## src/hw/rtl/vdd_pkg.sv

```systemverilog
// Shared types and constants for the vector dot/distance unit.
// No dependencies; imported by every module of the block.
package vdd_pkg;

   localparam int ELEM_WIDTH = 16;
   localparam int DIFF_WIDTH = ELEM_WIDTH + 1;
   localparam int PROD_WIDTH = 2 * DIFF_WIDTH;
   localparam int ACC_WIDTH  = 48;
   localparam int MODE_WIDTH = 2;

   // Highest power of four that fits the accumulator: first trial bit of the root.
   localparam logic [ACC_WIDTH-1:0] ROOT_BIT_INIT = {2'b01, {(ACC_WIDTH-2){1'b0}}};

   typedef enum logic [MODE_WIDTH-1:0] {
      MODE_DOT    = 2'd0,
      MODE_SQDIST = 2'd1,
      MODE_DIST   = 2'd2,
      MODE_MAG    = 2'd3
   } vdd_mode_type;

   // Controller to datapath.
   typedef struct packed {
      logic capture;    // latch the accepted item and the current mode
      logic mul;        // form the term
      logic acc;        // add the term, saturate, close the vector on last
      logic root_step;  // one digit of the square root
      logic out_load;   // move the finished result into the output register
   } vdd_cmd_type;

   // Datapath to controller.
   typedef struct packed {
      logic last;       // item in work closes its vector
      logic root_mode;  // item in work asks for a root result
      logic root_done;  // square root has run out of trial bits
      logic out_free;   // output register can take a result this cycle
   } vdd_status_type;

endpackage

```

## src/hw/rtl/vdd_ctrl.sv

```systemverilog
// Controller state machine of the vector dot/distance unit.
// Depends on vdd_pkg; drives commands to vdd_dpath and the input stall.
module vdd_ctrl (
   input  logic                    clock,
   input  logic                    reset,
   input  logic                    req_valid,
   output logic                    req_stall,
   input  vdd_pkg::vdd_status_type status,
   output vdd_pkg::vdd_cmd_type    cmd
);
   import vdd_pkg::*;

   typedef enum logic [4:0] {
      S_IDLE = 5'b00001,
      S_MUL  = 5'b00010,
      S_ACC  = 5'b00100,
      S_ROOT = 5'b01000,
      S_OUT  = 5'b10000
   } vdd_state_type;

   vdd_state_type state_ff;
   vdd_state_type state_in;

   always_comb begin
      state_in = state_ff;
      cmd      = '0;
      unique case (state_ff)
         S_IDLE: begin
            if (req_valid) begin
               cmd.capture = 1'b1;
               state_in    = S_MUL;
            end
         end
         S_MUL: begin
            cmd.mul  = 1'b1;
            state_in = S_ACC;
         end
         S_ACC: begin
            cmd.acc = 1'b1;
            priority if (!status.last) begin
               state_in = S_IDLE;
            end else if (status.root_mode) begin
               state_in = S_ROOT;
            end else begin
               state_in = S_OUT;
            end
         end
         S_ROOT: begin
            if (status.root_done) begin
               state_in = S_OUT;
            end else begin
               cmd.root_step = 1'b1;
            end
         end
         S_OUT: begin
            if (status.out_free) begin
               cmd.out_load = 1'b1;
               state_in     = S_IDLE;
            end
         end
         default: begin
            state_in = S_IDLE;
         end
      endcase
   end

   assign req_stall = (state_ff != S_IDLE);

   always_ff @(posedge clock) begin
      if (reset) begin
         state_ff <= S_IDLE;
      end else begin
         state_ff <= state_in;
      end
   end

endmodule

```

## src/hw/rtl/vdd_dpath.sv

```systemverilog
// Datapath of the vector dot/distance unit: term multiplier, saturating
// accumulator, bit-serial square root and output register. Depends on vdd_pkg.
module vdd_dpath (
   input  logic                                  clock,
   input  logic                                  reset,
   input  logic                                  csr_valid,
   output logic                                  csr_ready,
   input  logic [vdd_pkg::MODE_WIDTH-1:0]        csr_metric_mode,
   input  logic signed [vdd_pkg::ELEM_WIDTH-1:0] req_elem_a,
   input  logic signed [vdd_pkg::ELEM_WIDTH-1:0] req_elem_b,
   input  logic                                  req_last,
   output logic                                  rsp_valid,
   input  logic                                  rsp_stall,
   output logic signed [vdd_pkg::ACC_WIDTH-1:0]  rsp_result,
   output logic                                  rsp_saturated,
   input  vdd_pkg::vdd_cmd_type                  cmd,
   output vdd_pkg::vdd_status_type               status
);
   import vdd_pkg::*;

   vdd_mode_type                 cfg_mode_ff;
   vdd_mode_type                 mode_ff;
   logic signed [ELEM_WIDTH-1:0] a_ff;
   logic signed [ELEM_WIDTH-1:0] b_ff;
   logic                         last_ff;
   logic signed [PROD_WIDTH-1:0] term_ff;
   logic signed [ACC_WIDTH-1:0]  acc_ff;
   logic                         clamp_ff;
   logic signed [ACC_WIDTH-1:0]  fin_ff;
   logic                         fin_sat_ff;
   logic [ACC_WIDTH-1:0]         rad_ff;
   logic [ACC_WIDTH-1:0]         root_ff;
   logic [ACC_WIDTH-1:0]         bit_ff;
   logic                         rsp_valid_ff;
   logic signed [ACC_WIDTH-1:0]  rsp_result_ff;
   logic                         rsp_sat_ff;

   logic signed [DIFF_WIDTH-1:0] op_x;
   logic signed [DIFF_WIDTH-1:0] op_y;
   logic signed [DIFF_WIDTH-1:0] diff;
   logic signed [PROD_WIDTH-1:0] term_in;
   logic signed [ACC_WIDTH:0]    sum_wide;
   logic signed [ACC_WIDTH-1:0]  sum_sat;
   logic                         sum_ovf;
   logic [ACC_WIDTH-1:0]         trial;
   logic                         trial_fits;
   logic                         is_root_mode;

   assign csr_ready = 1'b1;

   // Term select: a*b, a*a, or the squared difference.
   always_comb begin
      diff = DIFF_WIDTH'(a_ff) - DIFF_WIDTH'(b_ff);
      unique case (mode_ff)
         MODE_DOT: begin
            op_x = DIFF_WIDTH'(a_ff);
            op_y = DIFF_WIDTH'(b_ff);
         end
         MODE_MAG: begin
            op_x = DIFF_WIDTH'(a_ff);
            op_y = DIFF_WIDTH'(a_ff);
         end
         default: begin
            op_x = diff;
            op_y = diff;
         end
      endcase
      term_in = op_x * op_y;
   end

   // Saturating accumulate.
   always_comb begin
      sum_wide = (ACC_WIDTH+1)'(acc_ff) + (ACC_WIDTH+1)'(term_ff);
      sum_ovf  = sum_wide[ACC_WIDTH] != sum_wide[ACC_WIDTH-1];
      if (!sum_ovf) begin
         sum_sat = sum_wide[ACC_WIDTH-1:0];
      end else if (sum_wide[ACC_WIDTH]) begin
         sum_sat = {1'b1, {(ACC_WIDTH-1){1'b0}}};
      end else begin
         sum_sat = {1'b0, {(ACC_WIDTH-1){1'b1}}};
      end
   end

   assign trial        = root_ff + bit_ff;
   assign trial_fits   = rad_ff >= trial;
   assign is_root_mode = (mode_ff == MODE_DIST) || (mode_ff == MODE_MAG);

   always_ff @(posedge clock) begin
      if (cmd.capture) begin
         a_ff    <= req_elem_a;
         b_ff    <= req_elem_b;
         last_ff <= req_last;
      end
      if (cmd.mul) begin
         term_ff <= term_in;
      end
      if (cmd.acc && last_ff) begin
         fin_ff     <= sum_sat;
         fin_sat_ff <= clamp_ff | sum_ovf;
         rad_ff     <= sum_sat[ACC_WIDTH-1] ? '0 : sum_sat;
         root_ff    <= '0;
      end else if (cmd.root_step) begin
         if (trial_fits) begin
            rad_ff  <= rad_ff - trial;
            root_ff <= (root_ff >> 1) + bit_ff;
         end else begin
            root_ff <= root_ff >> 1;
         end
      end
      if (cmd.out_load) begin
         rsp_result_ff <= is_root_mode ? root_ff : fin_ff;
         rsp_sat_ff    <= fin_sat_ff;
      end
   end

   always_ff @(posedge clock) begin
      if (reset) begin
         cfg_mode_ff  <= MODE_DOT;
         mode_ff      <= MODE_DOT;
         acc_ff       <= '0;
         clamp_ff     <= 1'b0;
         bit_ff       <= '0;
         rsp_valid_ff <= 1'b0;
      end else begin
         if (csr_valid && csr_ready) begin
            cfg_mode_ff <= vdd_mode_type'(csr_metric_mode);
         end
         if (cmd.capture) begin
            mode_ff <= cfg_mode_ff;
         end
         if (cmd.acc) begin
            if (last_ff) begin
               acc_ff   <= '0;
               clamp_ff <= 1'b0;
               bit_ff   <= ROOT_BIT_INIT;
            end else begin
               acc_ff   <= sum_sat;
               clamp_ff <= clamp_ff | sum_ovf;
            end
         end else if (cmd.root_step) begin
            bit_ff <= bit_ff >> 2;
         end
         if (cmd.out_load) begin
            rsp_valid_ff <= 1'b1;
         end else if (!rsp_stall) begin
            rsp_valid_ff <= 1'b0;
         end
      end
   end

   assign status.last      = last_ff;
   assign status.root_mode = is_root_mode;
   assign status.root_done = (bit_ff == '0);
   assign status.out_free  = !rsp_valid_ff || !rsp_stall;

   assign rsp_valid     = rsp_valid_ff;
   assign rsp_result    = rsp_result_ff;
   assign rsp_saturated = rsp_sat_ff;

   a_clear_on_last: assert property (@(posedge clock) disable iff (reset)
      (cmd.acc && last_ff) |=> (acc_ff == '0 && !clamp_ff))
      else $error("accumulator not cleared after the closing item");

   a_root_bit_single: assert property (@(posedge clock) disable iff (reset)
      $onehot0(bit_ff))
      else $error("square root trial bit lost its single-bit form");

   a_no_overwrite: assert property (@(posedge clock) disable iff (reset)
      cmd.out_load |-> (!rsp_valid_ff || !rsp_stall))
      else $error("output register loaded over a stalled result");

   a_step_needs_bit: assert property (@(posedge clock) disable iff (reset)
      cmd.root_step |-> (bit_ff != '0))
      else $error("square root stepped past its last digit");

endmodule

```

## src/hw/rtl/vector_dot_distance_unit.sv

```systemverilog
// Top level of the vector dot/distance unit.
// Depends on vdd_pkg, vdd_ctrl and vdd_dpath.
//
// Usage:
//   req_* carries one element pair (signed Q8.8 elem_a, elem_b) per item,
//   with req_last marking the final pair of a vector. rsp_* carries one item
//   per vector: rsp_result (Q16.16 sum in dot and squared-distance modes,
//   floor square root in Q8.8 in distance and magnitude modes) and
//   rsp_saturated, set when the 48-bit accumulator clamped in that vector.
//   csr_* writes the 2-bit metric mode; csr_ready is always high. Write the
//   mode only while the unit is idle. Each item uses the mode held when it
//   was accepted.
// Sequence:
//   A non-final pair passes through accept, multiply and accumulate, and the
//   input takes no new pair until it is through. A final pair in a sum mode
//   then moves its result into the output register; in a root mode the
//   bit-serial square root runs first, one result bit per cycle over 24 bits.
//   A final pair holds the input until its result is loaded: the next pair
//   waits for the square root in a root mode and for a free output register.
//   The unit has a single multiplier and a bit-serial square-root unit.
// Reset and stall:
//   Synchronous reset clears the mode to dot product, the accumulator, the
//   clamp flag and the output valid flag. A stalled result holds in the
//   output register; the unit then accepts and accumulates further pairs
//   and waits only when the next vector's result is ready to go out.
module vector_dot_distance_unit (
   input  logic                                  clock,
   input  logic                                  reset,
   input  logic                                  csr_valid,
   output logic                                  csr_ready,
   input  logic [vdd_pkg::MODE_WIDTH-1:0]        csr_metric_mode,
   input  logic                                  req_valid,
   output logic                                  req_stall,
   input  logic signed [vdd_pkg::ELEM_WIDTH-1:0] req_elem_a,
   input  logic signed [vdd_pkg::ELEM_WIDTH-1:0] req_elem_b,
   input  logic                                  req_last,
   output logic                                  rsp_valid,
   input  logic                                  rsp_stall,
   output logic signed [vdd_pkg::ACC_WIDTH-1:0]  rsp_result,
   output logic                                  rsp_saturated
);
   import vdd_pkg::*;

   // Command and status between the sequencer and the datapath.
   vdd_cmd_type    cmd;
   vdd_status_type status;

   // Sequence each item: accept, multiply, accumulate, then on the final pair
   // the square root (in a root mode only) and the output.
   vdd_ctrl u_ctrl (
      .clock     (clock),
      .reset     (reset),
      .req_valid (req_valid),
      .req_stall (req_stall),
      .status    (status),
      .cmd       (cmd)
   );

   // Hold the mode register, the multiplier, the accumulator, the root unit and the output.
   vdd_dpath u_dpath (
      .clock           (clock),
      .reset           (reset),
      .csr_valid       (csr_valid),
      .csr_ready       (csr_ready),
      .csr_metric_mode (csr_metric_mode),
      .req_elem_a      (req_elem_a),
      .req_elem_b      (req_elem_b),
      .req_last        (req_last),
      .rsp_valid       (rsp_valid),
      .rsp_stall       (rsp_stall),
      .rsp_result      (rsp_result),
      .rsp_saturated   (rsp_saturated),
      .cmd             (cmd),
      .status          (status)
   );

endmodule

```

## config.mk

```make
export PLATFORM = sky130hd
export DESIGN_NAME = vector_dot_distance_unit
export DESIGN_NICKNAME = d
export VERILOG_FILES = /design/src/hw/rtl/vdd_pkg.sv /design/src/hw/rtl/vdd_ctrl.sv /design/src/hw/rtl/vdd_dpath.sv /design/src/hw/rtl/vector_dot_distance_unit.sv
export SDC_FILE = /design/constraint.sdc
export NUM_CORES = 2
export LEC_CHECK = 0
export ABC_CLOCK_PERIOD_IN_PS = 7800
export BUFFER_PORTS_ARGS = -buffer_cell sky130_fd_sc_hd__buf_2
export CORE_MARGIN = 2
export CORE_UTILIZATION = 43
export CTS_BUF_LIST = sky130_fd_sc_hd__clkbuf_8 sky130_fd_sc_hd__clkbuf_16
export CTS_CLUSTER_DIAMETER = 60
export DETAILED_ROUTE_END_ITERATION = 7
export SLEW_MARGIN = 10
export SYNTH_ARGS = -nofsm -noshare
export SYNTH_HDL_FRONTEND = slang
export SYNTH_SLANG_ARGS = --single-unit
export TNS_END_PERCENT = 10
```

## constraint.sdc

```tcl
create_clock -name clock -period 7.8 [get_ports clock]
set_input_delay 0.39 -clock clock [delete_from_list [all_inputs] [get_ports clock]]
set_output_delay 0.39 -clock clock [all_outputs]
set_load 0.03 [all_outputs]
```

==> metrics.csv <==
stage,metric,value,unit
run_status,outcome,"complete, but fails checks",
run_status,failing checks,setup timing,
clock_network,CTS Sinks,344,
clock_network,Skew-Pair Late Insertion Delay,0.62,ns
synthesis,Syn Area/Cell,9.167,um^2
routing,met3 routed wirelength,3715,um
global_routing,initial antenna violation count,0,
cells_and_area,ANT cells,0,
critical_path,Worst setup SP type,flip-flop,
routing,vias,26517,
die,core area,0.07620,mm^2
clock_network,clock-pin slew on the worst setup and hold paths,0.05,ns
critical_path,Top delay family on crit path,adder cells,
synthesis,Synth cell types,90,
critical_path,WP depth,33,
hold_path,hold crit path type,primary input to flip-flop,
sta,Final period util,100.3,%
sta,Worst-Margin Slew,1.226,ns
synthesis,Syn Inst Count,3617,
routing,initial DRC count,1743,
routing,drt pass-1 iters,6,
critical_path,"Slowest-stage cell, CP",fa_1,
hold_path,Worst Hold Path Cells,3,
synthesis,Syn. warnings,0,
die,row count,101,
cells_and_area,most frequent cells in the layout,"inv_1 (377), nand2_1 (370), nor2_1 (299), fa_1 (293), ha_1 (246)",
sta,final setup violating endpoints,2,
critical_path,Critical Path RT,8.15,ns
critical_path,Crit Path Category,flip-flop to flip-flop,
global_routing,total global routing overflow,0,
global_routing,GRT Total Usage,22.70,%
hold_path,Min-Delay Endpoint,u_dpath.cfg_mode_ff[1],
clock_network,H-tree depth,2,
synthesis,Yosys top cell area share,19.29,%
critical_path,RR Endpoint,u_dpath.term_ff[31],
synthesis,Synth Register Bits,344,
synthesis,sequential area share after synthesis,27.20,%
hold_path,worst hold start,csr_metric_mode[1],
die,die area,0.07935,mm^2
sta,post-layout min period,7.822,ns
cells_and_area,"commonest non-fill, non-tap cell in the layout",inv_1,
die,Initial Util,43.51,%
sta,setup tns final,-0.02846,ns
synthesis,post-synth top area cell,edfxtp_1,
global_routing,number of global-route vias before repair,26664,
clock_network,CTS root buf,clkbuf_16,
placement,IO buf count,90,
global_routing,first-pass GRT wire length,143600,um
clock_network,Clock Tree Buf Depth,3,
global_routing,pin count of the biggest net entering global routing,69,
synthesis,Main synth FF type,edfxtp_1,
critical_path,WP buf/inv,6,
critical_path,Max stage delay on crit path,0.55,ns
routing,DR WL/cell,17.95,um
cells_and_area,area grow syn2layout,16.01,%
placement,hpwl dp,69560,um
die,Die Span X,281.7,um
critical_path,R2R cell count,33,
sta,setup ws final,-0.02246,ns
die,I/O Pins,92,
routing,max layer used,met4,
critical_path,critical path endpoint category,flip-flop,
routing,WL final,88650,um
routing,Vias/cell,5.370,
sta,relative slew slack,17.96,%
routing,WL met2,41220,um
sta,fmax,127.8,MHz
cells_and_area,Fillers,7167,
cells_and_area,share of post-route cells with drive strength above 1,14.71,%
synthesis,synth top area cells,"edfxtp_1 (19%), fa_1 (18%), ha_1 (9.5%)",
routing,post-route ant nets,0,
routing,drt drc,0,
clock_network,CTS buffer count,46,
die,die height,281.7,um
synthesis,Synth Cell Area,0.03316,mm^2
critical_path,crit path DAT,8.17,ns
critical_path,r2r startpoint,u_dpath.b_ff[0],
synthesis,asr flop ratio synth,0,%
sta,RSZ-0062 raised after global routing,yes,
critical_path,FF-to-FF setup slack,-0.02,ns
synthesis,Syn Nets,4209,
placement,GPL Wtd Cong,0.9340,
clock_network,CTS tree,done,
critical_path,Worst Path Max Fanout,5,
critical_path,CP most frequent cell,fa_1,
sta,Max Slew Vio Count,0,
sta,clk_skew,0.04941,ns
sta,Final Hold Viols,0,
routing,met1 wire length,40670,um
cells_and_area,fin nets,4462,
flow_run,max cap viols,0,
synthesis,"EDFF count, synth",213,
[flip-flops by register name, indices dropped and copies added, names as in the netlist]
name                   cells
u_dpath.rsp_saturated      1
u_dpath.mode_ff            2
u_dpath.rad_ff            48
u_dpath.cfg_mode_ff        2
u_dpath.root_ff           48
u_dpath.rsp_result        48
u_dpath.fin_ff            48
u_dpath.acc_ff            48
u_dpath.b_ff              16
u_dpath.clamp_ff           1
u_dpath.bit_ff            24
u_dpath.a_ff              16
u_ctrl.state_ff            5
u_dpath.fin_sat_ff         1
u_dpath.rsp_valid          1
u_dpath.last_ff            1
u_dpath.term_ff           34
[stage by stage]
stage	instances	worst slack (ns)	hold slack, ns	instance area [um^2]	utilization, %
floorplan	3617	-0.03445	0.4003	33170	-
global placement	4795	-0.5061	0.4468	36020	47.27
detailed placement	4795	-0.5777	0.4518	36020	47.27
CTS	4924	-0.04552	0.02253	38200	50.13
global route	4938	-0.4235	0.03891	38470	50.48
finish	4938	-0.02246	0.06433	38470	50.48
[area by class of cell]
type,count,area [um^2],area share (%)
clock buffers,53,1270,3.302
clock inverters,33,276.5,0.7189
inverters,368,1383,3.594
multi-input cells,2746,22560,58.64
flip-flops and latches,344,9019,23.45
well taps,1030,1289,3.350
repair buffers,364,2671,6.945
[logic make-up (layout without fill, tap and decap cells)]
group	after synthesis	after routing	synth area share, %
flops	344	344	27.20
simple gates	1052	1052	14.28
other cells	1	1	0.01131
mux	63	63	2.075
buf+inv	527	818	6.053
fa+ha+maj	552	552	27.62
xor+xnor	216	216	5.705
compound gates	862	862	17.05
[worst min-delay path: cells and delay by family]
kind	cells	cell delay, ns
buffers and inverters	1	0.08
AND/OR/NAND/NOR	1	0.08
multiplexers	1	0.06
[per-layer routing]
metal,global-route usage [%],up-vias
met2,38.27,639
met3,2.328,137
met4,7.147,0
li1,-,13031
met5,0,-
met1,30.71,12710
[cells in the mapped netlist (5+ instances only)]
| library cell | instances |
|---|---|
| o21ai_1 | 48 |
| or2_2 | 14 |
| or3_1 | 12 |
| o21ai_0 | 184 |
| a22o_1 | 20 |
| o22ai_1 | 27 |
| a31oi_1 | 63 |
| nand2_1 | 375 |
| edfxtp_1 | 213 |
| a221oi_1 | 7 |
| nor2_1 | 310 |
| nand2b_1 | 33 |
| a21o_1 | 85 |
| o211ai_1 | 10 |
| nand4_1 | 41 |
| nor4_1 | 10 |
| inv_1 | 366 |
| mux2_2 | 46 |
| and2_1 | 36 |
| nor3_1 | 41 |
| xnor2_1 | 111 |
| a211o_1 | 13 |
| and4_1 | 8 |
| fa_1 | 300 |
| a21boi_1 | 13 |
| mux2i_1 | 17 |
| buf_1 | 8 |
| o31ai_1 | 12 |
| buf_2 | 11 |
| and3_1 | 18 |
| xor2_1 | 105 |
| nand3_1 | 105 |
| nor3b_1 | 6 |
| o21bai_1 | 19 |
| a21boi_0 | 10 |
| a22oi_1 | 23 |
| clkbuf_1 | 137 |
| a211oi_1 | 23 |
| dfxtp_1 | 131 |
| a31o_2 | 8 |
| nor2b_1 | 28 |
| ha_1 | 252 |
| or4_1 | 5 |
| a21oi_1 | 180 |
| o21a_1 | 37 |
[timing repair]
item / 4_1_cts / 5_1_grt
hold buffers: 32 / 0
pin swaps: 33 / 41
setup buffers: 11 / 14
endpoints found under the hold margin: 32 / 0
setup endpoints to repair: 16 / 17
resized for setup: 50 / 41
[how the worst max path moves through the flow]
stage	startpoint	end	slack, ns
detailed placement	u_dpath.b_ff[0]	u_dpath.term_ff[33]	-0.58
global route	u_dpath.b_ff[0]	u_dpath.term_ff[32]	-0.42
CTS	u_dpath.a_ff[1]	u_dpath.term_ff[31]	-0.05
floorplan	u_dpath.a_ff[2]	u_dpath.term_ff[32]	-0.03
finish	u_dpath.b_ff[0]	u_dpath.term_ff[31]	-0.02
global placement	u_dpath.b_ff[0]	u_dpath.term_ff[33]	-0.51
Power is not shown: default switching activity piles up to over one toggle a cycle in this logic, so the estimate is an artifact.
